===== config.mk =====
export PLATFORM = sky130hd
export DESIGN_NAME = integer_to_roman_text_flat
export DESIGN_NICKNAME = d
export VERILOG_FILES = /design/src/sv/itr_pkg.sv /design/src/sv/itr_ifs.sv /design/src/sv/itr_front.sv /design/src/sv/itr_queue.sv /design/src/sv/itr_back.sv /design/src/sv/integer_to_roman_text.sv /design/src/flat_wrapper.sv
export SDC_FILE = /design/constraint.sdc
export NUM_CORES = 1
export LEC_CHECK = 0
export ABC_AREA = 1
export BUFFER_PORTS_ARGS = -buffer_cell sky130_fd_sc_hd__buf_4
export CAP_MARGIN = 20
export CORE_ASPECT_RATIO = 0.7
export CORE_UTILIZATION = 31
export CTS_CLUSTER_SIZE = 40
export DETAILED_ROUTE_END_ITERATION = 7
export PLACE_DENSITY = 0.48
export SETUP_SLACK_MARGIN = 0.1
export SLEW_MARGIN = 10
export SYNTH_ARGS = -nofsm -noshare
export SYNTH_HDL_FRONTEND = slang
export SYNTH_HIERARCHICAL = 1
export SYNTH_SLANG_ARGS = --single-unit

===== constraint.sdc =====
create_clock -name i_clk -period 8 [get_ports i_clk]
set_input_delay 1.6 -clock i_clk [delete_from_list [all_inputs] [get_ports i_clk]]
set_output_delay 1.6 -clock i_clk [all_outputs]
set_load 0.01 [all_outputs]

===== src/sv/itr_pkg.sv =====
package itr_pkg;

    localparam int VALUE_W = 16;
    localparam int CHAR_W  = 8;

    localparam logic [VALUE_W-1:0] MAX_VALUE = 16'd3000;

    localparam int Q_DEPTH = 2;
    localparam int Q_AW    = $clog2(Q_DEPTH);

    typedef struct packed {
        logic       oor;
        logic [1:0] d1000;
        logic [3:0] d100;
        logic [3:0] d10;
        logic [3:0] d1;
    } t_item;

endpackage


===== src/sv/itr_ifs.sv =====
interface itr_in_if;
    import itr_pkg::*;

    logic               valid;
    logic               ready;
    logic [VALUE_W-1:0] value;

    modport source (output valid, output value, input ready);
    modport sink (input valid, input value, output ready);
endinterface

interface itr_out_if;
    import itr_pkg::*;

    logic              valid;
    logic              ready;
    logic [CHAR_W-1:0] char_code;
    logic              last_char;

    modport source (output valid, output char_code, output last_char, input ready);
    modport sink (input valid, input char_code, input last_char, output ready);
endinterface


===== src/sv/itr_front.sv =====
module itr_front (
    input  logic          i_clk,
    input  logic          i_rst_n,
    itr_in_if.sink        i_in,
    input  logic          i_full,
    output logic          o_push,
    output itr_pkg::t_item o_item
);
    import itr_pkg::*;

    logic               r_va;
    logic [VALUE_W-1:0] r_value;
    logic               r_vb;
    logic               r_oor_b;
    logic [1:0]         r_thou_b;
    logic [9:0]         r_rem_b;
    logic               r_vc;
    logic               r_oor_c;
    logic [1:0]         r_thou_c;
    logic [3:0]         r_hund_c;
    logic [6:0]         r_rem_c;

    logic        adv_a;
    logic        adv_b;
    logic        adv_c;
    logic        n_oor;
    logic [1:0]  n_thou;
    logic [11:0] n_thou_sub;
    logic [11:0] n_rem_a;
    logic [3:0]  n_hund;
    logic [9:0]  n_rem_b;
    logic [3:0]  n_tens;
    logic [6:0]  n_rem_c;

    assign adv_c      = !r_vc || !i_full;
    assign adv_b      = !r_vb || adv_c;
    assign adv_a      = !r_va || adv_b;
    assign i_in.ready = adv_a;
    assign o_push     = r_vc && !i_full;

    always_comb begin
        n_oor = (r_value == '0) || (r_value > MAX_VALUE);
        if (r_value >= 16'd3000) begin
            n_thou = 2'd3;
        end else if (r_value >= 16'd2000) begin
            n_thou = 2'd2;
        end else if (r_value >= 16'd1000) begin
            n_thou = 2'd1;
        end else begin
            n_thou = 2'd0;
        end
        n_thou_sub = 12'(n_thou) * 12'd1000;
        n_rem_a    = r_value[11:0] - n_thou_sub;
    end

    always_comb begin
        n_hund = '0;
        for (int k = 1; k < 10; k++) begin
            if (r_rem_b >= 10'(k * 100)) begin
                n_hund = n_hund + 4'd1;
            end
        end
        n_rem_b = r_rem_b - (10'(n_hund) * 10'd100);
    end

    always_comb begin
        n_tens = '0;
        for (int k = 1; k < 10; k++) begin
            if (r_rem_c >= 7'(k * 10)) begin
                n_tens = n_tens + 4'd1;
            end
        end
        n_rem_c = r_rem_c - (7'(n_tens) * 7'd10);
    end

    assign o_item.oor   = r_oor_c;
    assign o_item.d1000 = r_thou_c;
    assign o_item.d100  = r_hund_c;
    assign o_item.d10   = n_tens;
    assign o_item.d1    = n_rem_c[3:0];

    always_ff @(posedge i_clk) begin
        if (!i_rst_n) begin
            r_va <= 1'b0;
            r_vb <= 1'b0;
            r_vc <= 1'b0;
        end else begin
            if (adv_a) begin
                r_va <= i_in.valid;
            end
            if (adv_b) begin
                r_vb <= r_va;
            end
            if (adv_c) begin
                r_vc <= r_vb;
            end
        end
    end

    always_ff @(posedge i_clk) begin
        if (adv_a) begin
            r_value <= i_in.value;
        end
        if (adv_b) begin
            r_oor_b  <= n_oor;
            r_thou_b <= n_thou;
            r_rem_b  <= n_rem_a[9:0];
        end
        if (adv_c) begin
            r_oor_c  <= r_oor_b;
            r_thou_c <= r_thou_b;
            r_hund_c <= n_hund;
            r_rem_c  <= n_rem_b[6:0];
        end
    end

endmodule


===== src/sv/itr_queue.sv =====
module itr_queue (
    input  logic           i_clk,
    input  logic           i_rst_n,
    input  logic           i_push,
    input  itr_pkg::t_item i_item,
    output logic           o_full,
    input  logic           i_pop,
    output logic           o_valid,
    output itr_pkg::t_item o_item
);
    import itr_pkg::*;

    t_item           r_mem [Q_DEPTH];
    logic [Q_AW-1:0] r_wr_ptr;
    logic [Q_AW-1:0] r_rd_ptr;
    logic [Q_AW:0]   r_count;

    assign o_full  = (r_count == (Q_AW+1)'(Q_DEPTH));
    assign o_valid = (r_count != '0);
    assign o_item  = r_mem[r_rd_ptr];

    always_ff @(posedge i_clk) begin
        if (!i_rst_n) begin
            r_wr_ptr <= '0;
            r_rd_ptr <= '0;
            r_count  <= '0;
        end else begin
            if (i_push) begin
                r_wr_ptr <= r_wr_ptr + 1'b1;
            end
            if (i_pop) begin
                r_rd_ptr <= r_rd_ptr + 1'b1;
            end
            if (i_push && !i_pop) begin
                r_count <= r_count + 1'b1;
            end else if (!i_push && i_pop) begin
                r_count <= r_count - 1'b1;
            end
        end
    end

    always_ff @(posedge i_clk) begin
        if (i_push) begin
            r_mem[r_wr_ptr] <= i_item;
        end
    end

endmodule


===== src/sv/itr_back.sv =====
module itr_back (
    input  logic           i_clk,
    input  logic           i_rst_n,
    input  logic           i_valid,
    input  itr_pkg::t_item i_item,
    output logic           o_pop,
    itr_out_if.source      o_out
);
    import itr_pkg::*;

    typedef enum logic [6:0] {
        ST_MSG  = 7'b0000001,
        ST_DIG  = 7'b0000010,
        ST_SEP  = 7'b0000100,
        ST_THOU = 7'b0001000,
        ST_HUND = 7'b0010000,
        ST_TENS = 7'b0100000,
        ST_ONES = 7'b1000000
    } t_seg;

    typedef enum logic [1:0] {
        SYM_ONE,
        SYM_FIVE,
        SYM_TEN
    } t_sym;

    localparam logic [CHAR_W-1:0] ASCII_ZERO = 8'd48;

    function automatic logic [3:0] rom_len(input logic [3:0] d);
        logic [3:0] len;
        unique case (d)
            4'd0:    len = 4'd0;
            4'd1:    len = 4'd1;
            4'd2:    len = 4'd2;
            4'd3:    len = 4'd3;
            4'd4:    len = 4'd2;
            4'd5:    len = 4'd1;
            4'd6:    len = 4'd2;
            4'd7:    len = 4'd3;
            4'd8:    len = 4'd4;
            4'd9:    len = 4'd2;
            default: len = 4'd0;
        endcase
        return len;
    endfunction

    function automatic t_sym rom_sym(input logic [3:0] d, input logic [1:0] pos);
        t_sym sym;
        if (d == 4'd4) begin
            sym = (pos == 2'd0) ? SYM_ONE : SYM_FIVE;
        end else if (d == 4'd9) begin
            sym = (pos == 2'd0) ? SYM_ONE : SYM_TEN;
        end else if (d >= 4'd5) begin
            sym = (pos == 2'd0) ? SYM_FIVE : SYM_ONE;
        end else begin
            sym = SYM_ONE;
        end
        return sym;
    endfunction

    function automatic logic [CHAR_W-1:0] msg_char(input logic [3:0] pos);
        logic [CHAR_W-1:0] ch;
        unique case (pos)
            4'd0:    ch = "O";
            4'd1:    ch = "u";
            4'd2:    ch = "t";
            4'd3:    ch = " ";
            4'd4:    ch = "o";
            4'd5:    ch = "f";
            4'd6:    ch = " ";
            4'd7:    ch = "R";
            4'd8:    ch = "a";
            4'd9:    ch = "n";
            4'd10:   ch = "g";
            4'd11:   ch = "e";
            default: ch = " ";
        endcase
        return ch;
    endfunction

    function automatic logic [CHAR_W-1:0] roman_char(
        input logic [CHAR_W-1:0] one_c,
        input logic [CHAR_W-1:0] five_c,
        input logic [CHAR_W-1:0] ten_c,
        input t_sym              sym
    );
        logic [CHAR_W-1:0] ch;
        unique case (sym)
            SYM_ONE:  ch = one_c;
            SYM_FIVE: ch = five_c;
            SYM_TEN:  ch = ten_c;
            default:  ch = one_c;
        endcase
        return ch;
    endfunction

    logic              r_busy;
    t_seg              r_seg;
    logic [3:0]        r_pos;
    t_item             r_item;
    logic              r_ovalid;
    logic [CHAR_W-1:0] r_char;
    logic              r_last;

    logic              adv;
    logic              emit;
    logic              seg_end;
    logic              n_done;
    t_seg              n_seg;
    logic [3:0]        len;
    logic [CHAR_W-1:0] n_char;
    logic [3:0]        digit;
    logic              ne_thou;
    logic              ne_hund;
    logic              ne_tens;
    logic              ne_ones;

    assign adv     = !r_ovalid || o_out.ready;
    assign emit    = r_busy && adv;
    assign ne_thou = (r_item.d1000 != '0);
    assign ne_hund = (r_item.d100 != '0);
    assign ne_tens = (r_item.d10 != '0);
    assign ne_ones = (r_item.d1 != '0);

    always_comb begin
        unique case (r_pos[1:0])
            2'd0:    digit = {2'b00, r_item.d1000};
            2'd1:    digit = r_item.d100;
            2'd2:    digit = r_item.d10;
            2'd3:    digit = r_item.d1;
            default: digit = '0;
        endcase
    end

    always_comb begin
        n_done = 1'b0;
        n_seg  = ST_ONES;
        unique case (r_seg)
            ST_MSG: begin
                len    = 4'd12;
                n_char = msg_char(r_pos);
                n_done = 1'b1;
            end
            ST_DIG: begin
                len    = 4'd4;
                n_char = {4'd0, digit} + ASCII_ZERO;
                n_seg  = ST_SEP;
            end
            ST_SEP: begin
                len    = 4'd3;
                n_char = (r_pos == 4'd1) ? "=" : " ";
                if (ne_thou) begin
                    n_seg = ST_THOU;
                end else if (ne_hund) begin
                    n_seg = ST_HUND;
                end else if (ne_tens) begin
                    n_seg = ST_TENS;
                end else if (ne_ones) begin
                    n_seg = ST_ONES;
                end else begin
                    n_done = 1'b1;
                end
            end
            ST_THOU: begin
                len    = {2'b00, r_item.d1000};
                n_char = "M";
                if (ne_hund) begin
                    n_seg = ST_HUND;
                end else if (ne_tens) begin
                    n_seg = ST_TENS;
                end else if (ne_ones) begin
                    n_seg = ST_ONES;
                end else begin
                    n_done = 1'b1;
                end
            end
            ST_HUND: begin
                len    = rom_len(r_item.d100);
                n_char = roman_char("C", "D", "M", rom_sym(r_item.d100, r_pos[1:0]));
                if (ne_tens) begin
                    n_seg = ST_TENS;
                end else if (ne_ones) begin
                    n_seg = ST_ONES;
                end else begin
                    n_done = 1'b1;
                end
            end
            ST_TENS: begin
                len    = rom_len(r_item.d10);
                n_char = roman_char("X", "L", "C", rom_sym(r_item.d10, r_pos[1:0]));
                if (ne_ones) begin
                    n_seg = ST_ONES;
                end else begin
                    n_done = 1'b1;
                end
            end
            ST_ONES: begin
                len    = rom_len(r_item.d1);
                n_char = roman_char("I", "V", "X", rom_sym(r_item.d1, r_pos[1:0]));
                n_done = 1'b1;
            end
            default: begin
                len    = 4'd1;
                n_char = " ";
                n_done = 1'b1;
            end
        endcase
        seg_end = (r_pos == (len - 4'd1));
    end

    assign o_pop = i_valid && (!r_busy || (emit && seg_end && n_done));

    assign o_out.valid     = r_ovalid;
    assign o_out.char_code = r_char;
    assign o_out.last_char = r_last;

    always_ff @(posedge i_clk) begin
        if (!i_rst_n) begin
            r_busy   <= 1'b0;
            r_seg    <= ST_MSG;
            r_pos    <= '0;
            r_ovalid <= 1'b0;
        end else begin
            if (adv) begin
                r_ovalid <= emit;
            end
            if (o_pop) begin
                r_busy <= 1'b1;
                r_seg  <= i_item.oor ? ST_MSG : ST_DIG;
                r_pos  <= '0;
            end else if (emit) begin
                if (seg_end) begin
                    r_pos <= '0;
                    if (n_done) begin
                        r_busy <= 1'b0;
                    end else begin
                        r_seg <= n_seg;
                    end
                end else begin
                    r_pos <= r_pos + 4'd1;
                end
            end
        end
    end

    always_ff @(posedge i_clk) begin
        if (o_pop) begin
            r_item <= i_item;
        end
        if (emit) begin
            r_char <= n_char;
            r_last <= seg_end && n_done;
        end
    end

endmodule


===== src/sv/integer_to_roman_text.sv =====
// Converts each 16-bit number into ASCII text, one character per output word:
// 1 to 3000 gives four zero-padded decimal digits, " = " and the Roman numeral;
// any other value gives "Out of Range". last_char marks the final word of each
// text. The character sequencer emits one word per cycle while the output is
// ready; a number's text is 8 to 21 characters long (12 when out of
// range). A three-stage digit splitter and a two-entry queue feed the
// sequencer. A number's first word passes through the three splitter stages,
// the queue, and the sequencer's item register and output register before it
// is valid. The next number is taken while earlier ones are still being
// written out.
module integer_to_roman_text (
    input  logic       i_clk,
    input  logic       i_rst_n,
    itr_in_if.sink     i_in,
    itr_out_if.source  o_out
);
    import itr_pkg::*;

    logic  push;
    logic  full;
    logic  pop;
    logic  q_valid;
    t_item f_item;
    t_item q_item;

    itr_front u_front (
        .i_clk   (i_clk),
        .i_rst_n (i_rst_n),
        .i_in    (i_in),
        .i_full  (full),
        .o_push  (push),
        .o_item  (f_item)
    );

    itr_queue u_queue (
        .i_clk   (i_clk),
        .i_rst_n (i_rst_n),
        .i_push  (push),
        .i_item  (f_item),
        .o_full  (full),
        .i_pop   (pop),
        .o_valid (q_valid),
        .o_item  (q_item)
    );

    itr_back u_back (
        .i_clk   (i_clk),
        .i_rst_n (i_rst_n),
        .i_valid (q_valid),
        .i_item  (q_item),
        .o_pop   (pop),
        .o_out   (o_out)
    );

endmodule


===== src/flat_wrapper.sv =====
// flat-port wrapper written by rule: the top's interface ports become plain ports
module integer_to_roman_text_flat import itr_pkg::*;
  (i_clk, i_rst_n, i_in_valid, i_in_value, i_in_ready, o_out_valid, o_out_char_code, o_out_last_char, o_out_ready);
  itr_in_if i_in_i ();
  itr_out_if o_out_i ();
  input  logic i_clk;
  input  logic i_rst_n;
  input wire logic [$bits(i_in_i.valid)-1:0] i_in_valid;
  input wire logic [$bits(i_in_i.value)-1:0] i_in_value;
  output wire logic [$bits(i_in_i.ready)-1:0] i_in_ready;
  output wire logic [$bits(o_out_i.valid)-1:0] o_out_valid;
  output wire logic [$bits(o_out_i.char_code)-1:0] o_out_char_code;
  output wire logic [$bits(o_out_i.last_char)-1:0] o_out_last_char;
  input wire logic [$bits(o_out_i.ready)-1:0] o_out_ready;
  assign i_in_i.valid = i_in_valid;
  assign i_in_i.value = i_in_value;
  assign i_in_ready = i_in_i.ready;
  assign o_out_valid = o_out_i.valid;
  assign o_out_char_code = o_out_i.char_code;
  assign o_out_last_char = o_out_i.last_char;
  assign o_out_i.ready = o_out_ready;
  integer_to_roman_text u_core (.i_clk(i_clk), .i_rst_n(i_rst_n), .i_in(i_in_i), .o_out(o_out_i));
endmodule

Word-level counts from Yosys, hierarchy flattened. Memories as Yosys holds them, arrays and structs flattened. A register that Yosys moved wholly into a read port is not among the register bits. Cells that the tools add are included.

Memories kept: 5. Bits in writable memories: 30. Flip-flop bits (word level): 86. Memory bits (read-only): 256. Input port bits: 20.

Memory list: (name not given) (words 16, width 7, rd ports 1, clocked after memory_dff 1, wr ports 0, RTL line itr_back.sv:63) `unique case (pos)`; (name not given) (words 16, width 3, rd ports 1, clocked after memory_dff 1, wr ports 0, RTL line itr_back.sv:31) `unique case (d)`; (name not given) (words 16, width 3, rd ports 1, clocked after memory_dff 1, wr ports 0, RTL line itr_back.sv:31); (name not given) (words 16, width 3, rd ports 1, clocked after memory_dff 1, wr ports 0, RTL line itr_back.sv:31); u_core.u_queue.r_mem (words 2, width 15, rd ports 1, clocked after memory_dff 1, wr ports 1, RTL line itr_queue.sv:13) `t_item r_mem [Q_DEPTH];`.

Order comparisons: 25. Equality and inequality tests: 26. Mux-type cells: 73. $add $sub $neg: 26. Reductions and logical operators: 36. Bitwise operators: 1. $mul: 3.

Operators with widths (count): $mux W4 (22); $add A4 B1 Y4 const B (17); $pmux W8 S7 (1); $mux W7 (7); $ge A10 B10 Y1 const B (4); $ge A10 B9 Y1 const B (3); $mux W2 (15); $pmux W4 S7 (1); $pmux W7 S4 (1); $ge A7 B6 Y1 const B (3); $ge A7 B7 Y1 const B (3); $mux W1 (20); $pmux W5 S2 (2); $ge A16 B10 Y1 const B (1); $ge A16 B11 Y1 const B (1); $ge A16 B12 Y1 const B (1); $gt A16 B12 Y1 const B (1); $logic_not A16 Y1 (1); $pmux W4 S4 (1); $ge A7 B5 Y1 const B (2); $eq A2 B2 Y1 const B (6); $eq A4 B3 Y1 const B (3); $eq A4 B4 Y1 const B (3); $ge A4 B3 Y1 const B (3); other kinds (37) (68).

Longest topological paths before layout. Gate-level depths: netlist of the first run.

Depth in word-level cells: 20. Mapped depth: 42. Gate-level depth less buffers: 42.

Hierarchy. Netlist of the first run, hierarchy kept.

By module, submodules not included: itr_front (cells each 511, seq. area each 1351.3 µm², area an instance 3813.7 µm², times used 1); itr_back (cells each 447, seq. area each 1241.2 µm², area an instance 3342.0 µm², times used 1); itr_queue (cells each 82, seq. area each 1001.0 µm², area an instance 1366.3 µm², times used 1).

Worst setup path before layout of the first run. Ideal clock, no wire load.

Kind: reg2reg. From: register u_core.u_front.r_rem_c[5]. To: memory u_core/u_queue/r_mem[0][3] (netlist name), data pin. Period minus slack after synthesis: 5370 ps. Path slack: 2630 ps. Stages on the path, launching flop included: 33. Data arrival time: 5114 ps. Cell sequence: edfxtp_1 nor2_1 nand2_1 a21oi_1 inv_1 ha_1 inv_1 o211ai_1 nand2_1 inv_2 ha_1 nand2_1 nand2_1 ha_1 nor2_1 a31oi_1 ha_1 nand2_1 nand2_1 ha_1 or2_2 o21ai_1 inv_1 ha_1 o21ai_1 inv_1 ha_1 o21ai_0 fa_1 xnor2_1 inv_1 nand2_1 nand2_1.

RTL lines: from (decl) (RTL line itr_front.sv:21) `logic [6:0] r_rem_c;`; from (signal assigned) (RTL line itr_front.sv:113) `r_rem_c <= n_rem_b[6:0];`; to (decl) (RTL line itr_queue.sv:13).

==> impl_metrics.prom, run 1 <==
# TYPE chip_impl_metric gauge
chip_impl_metric{name="p_comb_frac",unit=""} 0.542
chip_impl_info{name="critical-path-slowest-cell",value="sky130_fd_sc_hd__fa_1"} 1
chip_impl_metric{name="vias",unit=""} 6629
chip_impl_metric{name="floorplan.io_pins",unit=""} 31
chip_impl_metric{name="setup_viol",unit=""} 0
chip_impl_metric{name="fin_setup_tns",unit="ps"} 0
chip_impl_info{name="run_status",value="finished clean"} 1
chip_impl_metric{name="total_switching_power",unit="uW"} 2022
chip_impl_metric{name="synth_sequential_area_ratio",unit=""} 0.4217
chip_impl_metric{name="grt_usage",unit=""} 0.1391
chip_impl_metric{name="site_rows",unit=""} 50
chip_impl_metric{name="post_synthesis_share_of_cell_area_spent_on_full_adders_half_adders_and_majority_gates",unit=""} 0.07899
chip_impl_metric{name="crit_required",unit="ps"} 8170
chip_impl_metric{name="synth-edff-count",unit=""} 95
chip_impl_metric{name="switching_share",unit=""} 0.4527
chip_impl_metric{name="routed_length_per_instance",unit="um"} 12.87
chip_impl_metric{name="timing.hold.worst_path_depth",unit=""} 0
chip_impl_metric{name="globalplace.congestion",unit=""} 0.8471
chip_impl_info{name="timing.hold.worst.class",value="reg -> reg"} 1
chip_impl_metric{name="worst_slew_margin_rel",unit=""} 0.3942
chip_impl_metric{name="power.leakage",unit="uW"} 0.004494
chip_impl_metric{name="initial_antenna_violation_count",unit=""} 0
chip_impl_metric{name="hold-worst-slack",unit="ps"} 425.2
chip_impl_metric{name="power-per-cell-area",unit="nW/um^2"} 458.9
chip_impl_metric{name="final_min_period_over_clock_period",unit=""} 0.7336
chip_impl_metric{name="clockBufferDepth",unit=""} 2
chip_impl_info{name="path_class",value="reg -> reg"} 1
chip_impl_metric{name="ys_async_sr_fraction",unit=""} 0
chip_impl_metric{name="cts-htree-levels",unit=""} 4
chip_impl_info{name="cpMostUsedCell",value="sky130_fd_sc_hd__nand2_1"} 1
chip_impl_info{name="end_kind",value="flop"} 1
chip_impl_metric{name="io_buffer_count",unit=""} 29
chip_impl_metric{name="crit_arrival",unit="ps"} 6040
chip_impl_metric{name="globalRoute.totalOverflow",unit=""} 0
chip_impl_metric{name="cts.reportedPaths.clkPinSlew",unit="ps"} 60
chip_impl_metric{name="grt_pass1_wl",unit="um"} 30960
chip_impl_metric{name="tightest_slew",unit="ps"} 907.4
chip_impl_metric{name="count_of_max_cap_constraint_violations",unit=""} 0
chip_impl_metric{name="placeable_area",unit="sq um"} 26840
chip_impl_metric{name="die_area",unit="sq um"} 28170
chip_impl_metric{name="dp_hpwl",unit="um"} 14910
chip_impl_metric{name="layout.cell_area.non_filler",unit="sq um"} 9732
chip_impl_metric{name="final-hold-violation-count",unit=""} 0
chip_impl_metric{name="detailedRoute.firstIterationViolations",unit=""} 369
chip_impl_metric{name="worstRegToRegCells",unit=""} 32
chip_impl_metric{name="finalWirelength",unit="um"} 18680
chip_impl_metric{name="synth_simple_gate_area_share",unit=""} 0.2945
chip_impl_info{name="yosys_most_used_dff",value="sky130_fd_sc_hd__edfxtp_1"} 1
chip_impl_metric{name="vias_in_the_first_global_route",unit=""} 5998
chip_impl_metric{name="detailed_place.area",unit="sq um"} 9080
chip_impl_metric{name="clock_buffers_created_by_tritoncts",unit=""} 17
chip_impl_metric{name="postSynthRegisterBits",unit=""} 132
chip_impl_metric{name="clock.fmax",unit="MHz"} 170.4
chip_impl_metric{name="syn_area_per_cell",unit="sq um"} 8.194
chip_impl_metric{name="fin_total_pwr",unit="uW"} 4466
chip_impl_metric{name="crit_path_max_fanout",unit=""} 4
chip_impl_metric{name="cts-hold-fix-buffers",unit=""} 0
chip_impl_metric{name="synthesized_netlist_net_count",unit=""} 1112
chip_impl_info{name="rsz0062_at_grt",value="no"} 1
chip_impl_metric{name="initial_utilization",unit=""} 0.3175
chip_impl_info{name="cts-root-buf",value="sky130_fd_sc_hd__clkbuf_16"} 1
chip_impl_metric{name="synth_compound_gate_area_share",unit=""} 0.06328
chip_impl_metric{name="cts.sink_count",unit=""} 132
chip_impl_metric{name="layout_cell_share_with_drive_strength_beyond_1",unit=""} 0.1590
chip_impl_metric{name="synth.area.mux_share",unit=""} 0.02423
chip_impl_metric{name="internal_power",unit="uW"} 2444
chip_impl_metric{name="viasPerCell",unit=""} 4.565
chip_impl_metric{name="postSynthCellCount",unit=""} 1040
chip_impl_metric{name="fp.dieW",unit="um"} 200.2
chip_impl_metric{name="final-instance-count-excl-fill",unit=""} 1452
chip_impl_metric{name="route.antenna.remaining_nets",unit=""} 0
chip_impl_metric{name="syn-cell-area",unit="sq um"} 8522
chip_impl_metric{name="n_antenna_cell",unit=""} 0
chip_impl_metric{name="slowest_delay",unit="ps"} 450
chip_impl_metric{name="filler_cell_count",unit=""} 2723
chip_impl_metric{name="vdd_ir_drop_max",unit="mV"} 0.1876
chip_impl_metric{name="cts.repair.resized",unit=""} 0
chip_impl_metric{name="ys_types",unit=""} 55
chip_impl_metric{name="route.detailed.drc",unit=""} 0
chip_impl_metric{name="post_cts_setup_buffers",unit=""} 0
chip_impl_metric{name="number_of_cells_in_the_design_after_placement",unit=""} 1420
chip_impl_metric{name="clkPwrFrac",unit=""} 0.190
chip_impl_metric{name="layout_min_cycle_time",unit="ps"} 5869
chip_impl_metric{name="grt_start_max_net_pins",unit=""} 28
chip_impl_metric{name="seq_power_share",unit=""} 0.268
chip_impl_metric{name="fp.dieH",unit="um"} 140.7
chip_impl_metric{name="first_pass_iters",unit=""} 5
chip_impl_info{name="startpoint_type",value="flop"} 1
chip_impl_metric{name="yosys_warnings",unit=""} 6
chip_impl_metric{name="slew_viol_final",unit=""} 0
chip_impl_metric{name="area_growth_syn_to_layout",unit="%"} 14.20
chip_impl_info{name="dominant_combinational_cell_family_by_area_after_synthesis",value="simple AND/OR/NAND/NOR gates"} 1
chip_impl_metric{name="finish.net_count",unit=""} 1147
chip_impl_info{name="tritoncts_clock_tree",value="done"} 1
chip_impl_metric{name="final.setup_skew",unit="ps"} 11.62
chip_impl_metric{name="synth-xor-area-share",unit=""} 0.02041
chip_impl_metric{name="clk_latency",unit="ps"} 420
## critical path, delay by kind of cell, from the launching register on
kind                     cells  cell delay, ps
AND/OR/NAND/NOR             11            1220
adder cells (fa/ha/maj)      8            2410
flip-flops                   1             440
buffers and inverters        6             390
XOR/XNOR                     1             200
AO/OA/AOI/OAI                6             960
## metrics by stage
stage / setup slack (ps) / util
global route: 1522 / 0.3626
detailed placement: 2139 / 0.3383
finish: 2131 / 0.3626
floorplan: 2630 / -
CTS: 2105 / 0.3626
global placement: 2283 / 0.3383
## layout make-up
class	count	area (sq um)	share of cell area
multi-input combinational	709	4106	0.4220
sequential	132	3593	0.3692
inverter	185	699.4	0.07187
clock buffer	21	480.5	0.04937
tap	364	455.4	0.04680
timing repair buffer	30	225.2	0.02314
clock inverter	11	171.4	0.01761
## layout by cell type, fill, tap and decap left out, types with 4 or more instances in the layout
cell type,Yosys,final
sky130_fd_sc_hd__xnor2_1,4,4
sky130_fd_sc_hd__clkinvlp_4,0,4
sky130_fd_sc_hd__nand3_2,7,7
sky130_fd_sc_hd__mux2_4,10,10
sky130_fd_sc_hd__clkbuf_8,0,4
sky130_fd_sc_hd__nand4_1,24,24
sky130_fd_sc_hd__ha_1,49,49
sky130_fd_sc_hd__a221oi_1,4,4
sky130_fd_sc_hd__inv_1,163,163
sky130_fd_sc_hd__nor2_2,7,7
sky130_fd_sc_hd__buf_4,4,30
sky130_fd_sc_hd__dfxtp_1,37,37
sky130_fd_sc_hd__o21ai_0,18,18
sky130_fd_sc_hd__nand3b_1,5,5
sky130_fd_sc_hd__o211ai_1,5,5
sky130_fd_sc_hd__a21oi_1,36,36
sky130_fd_sc_hd__nand3_1,95,95
sky130_fd_sc_hd__a31oi_1,6,6
sky130_fd_sc_hd__bufinv_16,0,4
sky130_fd_sc_hd__nand2_4,4,4
sky130_fd_sc_hd__nand2_1,243,243
sky130_fd_sc_hd__mux2_2,5,5
sky130_fd_sc_hd__nor2_1,77,77
sky130_fd_sc_hd__nor4_1,5,5
sky130_fd_sc_hd__edfxtp_1,95,95
sky130_fd_sc_hd__clkbuf_16,0,17
sky130_fd_sc_hd__nand2_2,42,42
sky130_fd_sc_hd__inv_2,18,18
sky130_fd_sc_hd__xor2_1,14,14
sky130_fd_sc_hd__o21ai_1,4,4
sky130_fd_sc_hd__nor3_1,7,7
## path summary, 6_finish.rpt
kind,start,to,slack [ps]
setup / recovery,u_core/u_front/r_rem_c[5],u_core/u_queue/r_mem[1][3],2130
hold / removal,u_core/u_front/r_oor_b,u_core/u_front/r_oor_c,430
setup reg to reg,u_core/u_front/r_rem_c[5],u_core/u_queue/r_mem[1][3],2130
hold reg to reg,u_core/u_front/r_oor_b,u_core/u_front/r_oor_c,430
## synth_stat cells, types with 7 or more instances
master / number / area share
sky130_fd_sc_hd__a21oi_1: 36 / 0.021
sky130_fd_sc_hd__dfxtp_1: 37 / 0.087
sky130_fd_sc_hd__edfxtp_1: 95 / 0.33
sky130_fd_sc_hd__ha_1: 49 / 0.072
sky130_fd_sc_hd__inv_1: 163 / 0.072
sky130_fd_sc_hd__inv_2: 18 / 0.0079
sky130_fd_sc_hd__mux2_4: 10 / 0.018
sky130_fd_sc_hd__nand2_1: 243 / 0.11
sky130_fd_sc_hd__nand2_2: 42 / 0.031
sky130_fd_sc_hd__nand3_1: 95 / 0.056
sky130_fd_sc_hd__nand3_2: 7 / 0.0082
sky130_fd_sc_hd__nand4_1: 24 / 0.018
sky130_fd_sc_hd__nor2_1: 77 / 0.034
sky130_fd_sc_hd__nor2_2: 7 / 0.0051
sky130_fd_sc_hd__nor3_1: 7 / 0.0041
sky130_fd_sc_hd__o21ai_0: 18 / 0.011
sky130_fd_sc_hd__xor2_1: 14 / 0.014
## routing by layer
| metal | GRT usage | routed length, um | share of wire |
|---|---|---|---|
| met5 | 0 | 0 | 0 |
| met4 | 0.04211 | 199 | 0.011 |
| met3 | 0.03629 | 974 | 0.052 |
| met2 | 0.1725 | 6553 | 0.35 |
| met1 | 0.2233 | 10950 | 0.59 |
## kinds of logic (layout without fill, tap and decap cells)
group,after synthesis,after routing
simple gates,532,532
buf+inv,199,247
flops,132,132
compound gates,90,90
fa+ha+maj,52,52
xor+xnor,19,19
mux,15,15
other cells,1,1
## power groups by stage
stage / sequential [uW] / combinational (uW) / clock (uW)
after CTS: 1200 / 2440 / 872
final: 1200 / 2420 / 848
after detailed placement: 1210 / 2420 / 0
after floorplan: 1160 / 1930 / 0
after global routing: 1220 / 2830 / 900
after global placement: 1210 / 2420 / 0
(Power assumes the default switching activity.)
==> run 2, diff against run 1 <==
==> constraint.sdc (replaced) <==
create_clock -name i_clk -period 5.53 [get_ports i_clk]
set_input_delay 1.106 -clock i_clk [delete_from_list [all_inputs] [get_ports i_clk]]
set_output_delay 1.106 -clock i_clk [all_outputs]
set_load 0.01 [all_outputs]
==> impl_metrics.prom, run 2 (synthesis gave the netlist of run 1 again) <==
# TYPE chip_impl_metric gauge
chip_impl_metric{name="crit_path_max_fanout",unit=""} 4
chip_impl_metric{name="n_antenna_cell",unit=""} 0
chip_impl_info{name="cts-root-buf",value="sky130_fd_sc_hd__clkbuf_16"} 1
chip_impl_metric{name="cts.reportedPaths.clkPinSlew",unit="ps"} 60
chip_impl_metric{name="io_buffer_count",unit=""} 29
chip_impl_metric{name="finalWirelength",unit="um"} 19610
chip_impl_metric{name="dp_hpwl",unit="um"} 15000
chip_impl_metric{name="cts-hold-fix-buffers",unit=""} 0
chip_impl_metric{name="hold-worst-slack",unit="ps"} 415.1
chip_impl_metric{name="cts-htree-levels",unit=""} 4
chip_impl_info{name="path_class",value="reg -> reg"} 1
chip_impl_metric{name="worst_slew_margin_rel",unit=""} 0.3415
chip_impl_metric{name="route.antenna.remaining_nets",unit=""} 0
chip_impl_metric{name="setup_viol",unit=""} 0
chip_impl_metric{name="clockBufferDepth",unit=""} 2
chip_impl_metric{name="area_growth_syn_to_layout",unit="%"} 19.01
chip_impl_metric{name="clk_latency",unit="ps"} 420
chip_impl_metric{name="layout.core_utilization",unit=""} 0.3779
chip_impl_metric{name="layout.cell_area.non_filler",unit="sq um"} 10140
chip_impl_metric{name="placeable_area",unit="sq um"} 26840
chip_impl_metric{name="vias",unit=""} 6748
chip_impl_info{name="end_kind",value="flop"} 1
chip_impl_metric{name="final-instance-count-excl-fill",unit=""} 1490
chip_impl_metric{name="crit_arrival",unit="ps"} 5360
chip_impl_metric{name="initial_antenna_violation_count",unit=""} 0
chip_impl_info{name="startpoint_type",value="flop"} 1
chip_impl_metric{name="die_area",unit="sq um"} 28170
chip_impl_info{name="tritoncts_clock_tree",value="done"} 1
chip_impl_metric{name="count_of_max_cap_constraint_violations",unit=""} 0
chip_impl_metric{name="clock.fmax",unit="MHz"} 192.8
chip_impl_metric{name="clock_buffers_created_by_tritoncts",unit=""} 17
chip_impl_info{name="cpMostUsedCell",value="sky130_fd_sc_hd__nand2_1"} 1
chip_impl_info{name="mostFrequentLayoutCell",value="sky130_fd_sc_hd__nand2_1"} 1
chip_impl_metric{name="floorplan.io_pins",unit=""} 31
chip_impl_metric{name="initial_utilization",unit=""} 0.3175
chip_impl_metric{name="globalRoute.totalOverflow",unit=""} 0
chip_impl_metric{name="fp.dieH",unit="um"} 140.7
chip_impl_metric{name="viasPerCell",unit=""} 4.529
chip_impl_metric{name="final_min_period_over_clock_period",unit=""} 0.9381
chip_impl_metric{name="number_of_cells_in_the_design_after_placement",unit=""} 1439
chip_impl_metric{name="final-hold-violation-count",unit=""} 0
chip_impl_metric{name="detailed_place.area",unit="sq um"} 9223
chip_impl_metric{name="detailedRoute.firstIterationViolations",unit=""} 375
chip_impl_metric{name="first_pass_iters",unit=""} 5
chip_impl_metric{name="finish.net_count",unit=""} 1185
chip_impl_metric{name="power-per-cell-area",unit="nW/um^2"} 694.9
chip_impl_metric{name="slew_viol_final",unit=""} 0
chip_impl_info{name="critical-path-slowest-cell",value="sky130_fd_sc_hd__edfxtp_1"} 1
chip_impl_metric{name="tightest_slew",unit="ps"} 986.4
chip_impl_metric{name="crit_required",unit="ps"} 5700
chip_impl_metric{name="layout_min_cycle_time",unit="ps"} 5187
chip_impl_metric{name="final.setup_skew",unit="ps"} 7.174
chip_impl_metric{name="site_rows",unit=""} 50
chip_impl_info{name="timing.hold.worst.class",value="reg -> reg"} 1
chip_impl_metric{name="vdd_ir_drop_max",unit="mV"} 0.3843
chip_impl_metric{name="fp.dieW",unit="um"} 200.2
chip_impl_metric{name="vias_in_the_first_global_route",unit=""} 6248
chip_impl_metric{name="route.detailed.drc",unit=""} 0
chip_impl_metric{name="fin_total_pwr",unit="uW"} 7048
chip_impl_info{name="run_status",value="finished clean"} 1
chip_impl_metric{name="grt_start_max_net_pins",unit=""} 28
chip_impl_metric{name="power.leakage",unit="uW"} 0.004661
chip_impl_metric{name="layout_cell_share_with_drive_strength_beyond_1",unit=""} 0.2176
chip_impl_metric{name="grt_usage",unit=""} 0.1429
chip_impl_metric{name="grt_pass1_wl",unit="um"} 31950
chip_impl_metric{name="cts.sink_count",unit=""} 132
chip_impl_info{name="layout.cells.most_common_list",value="238 x sky130_fd_sc_hd__nand2_1, 157 x sky130_fd_sc_hd__inv_1, 95 x sky130_fd_sc_hd__edfxtp_1"} 1
chip_impl_metric{name="routed_length_per_instance",unit="um"} 13.16
chip_impl_metric{name="globalplace.congestion",unit=""} 0.8917
chip_impl_metric{name="slowest_delay",unit="ps"} 440
chip_impl_info{name="rsz0062_at_grt",value="yes"} 1
==> run 2: cell types whose count changed in the layout (fill, tap and decap cells not counted), sizes merged <==
cell | before | now
buf | 30 | 68
inv | 184 | 183
clkinv | 4 | 9
bufinv | 4 | 3
clkbuf | 21 | 18
==> run 2: timing repair <==
item	4_1_cts	5_1_grt
resized for setup	7	32
setup endpoints to repair	5	6
setup buffers	5	14
pin swaps	2	22
==> run 2: layout make-up <==
class | count | area (sq um)
Tap cell | 364 | 455.4
Clock inverter | 14 | 162.7
Clock buffer | 18 | 429.2
Fill cell | 2702 | 16700
Sequential cell | 132 | 3593
Inverter | 185 | 699.4
Timing Repair Buffer | 68 | 510.5
Multi-Input combinational cell | 709 | 4292
==> run 2: worst paths after layout <==
kind                         startpoint                          to  slack (ps)  depth (start not counted)
min          u_core/u_front/r_thou_b[0]  u_core/u_front/r_thou_c[0]         420                          0
min reg2reg  u_core/u_front/r_thou_b[0]  u_core/u_front/r_thou_c[0]         420                          0
max reg2reg   u_core/u_front/r_rem_b[2]   u_core/u_front/r_rem_c[6]         340                         39
max           u_core/u_front/r_rem_b[2]   u_core/u_front/r_rem_c[6]         340                         39
==> run 2: worst max-delay path, delay by kind of cell, from the launching register on <==
family                     cells  cell delay [ps]
and+or+nand+nor               23             2070
adders and majority gates      5             1230
xor gates and xnor gates       1              140
AOI/OAI and AO/OA              3              520
buffers and inverters          7              520
DFF                            1              440
==> run 2: where the power goes <==
group          switching (uW)  internal [uW]  total (uW)
clock                     429            704        1130
combinational            2530           1670        4200
sequential                203           1520        1720
==> run 2: metrics by stage <==
step	TNS [ps]	setup WS [ps]
3_3_place_gp	0	29.64
6_report	0	342.5
3_5_place_dp	-89.89	-44.95
5_1_grt	-4.273	-4.273
2_1_floorplan	0	159.6
4_1_cts	0	113.6
==> run 2: per-layer routing <==
metal,global-route usage,share of wire
met1,0.2226,0.57
met2,0.1859,0.37
met3,0.04045,0.047
met4,0.03846,0.011
met5,0,0
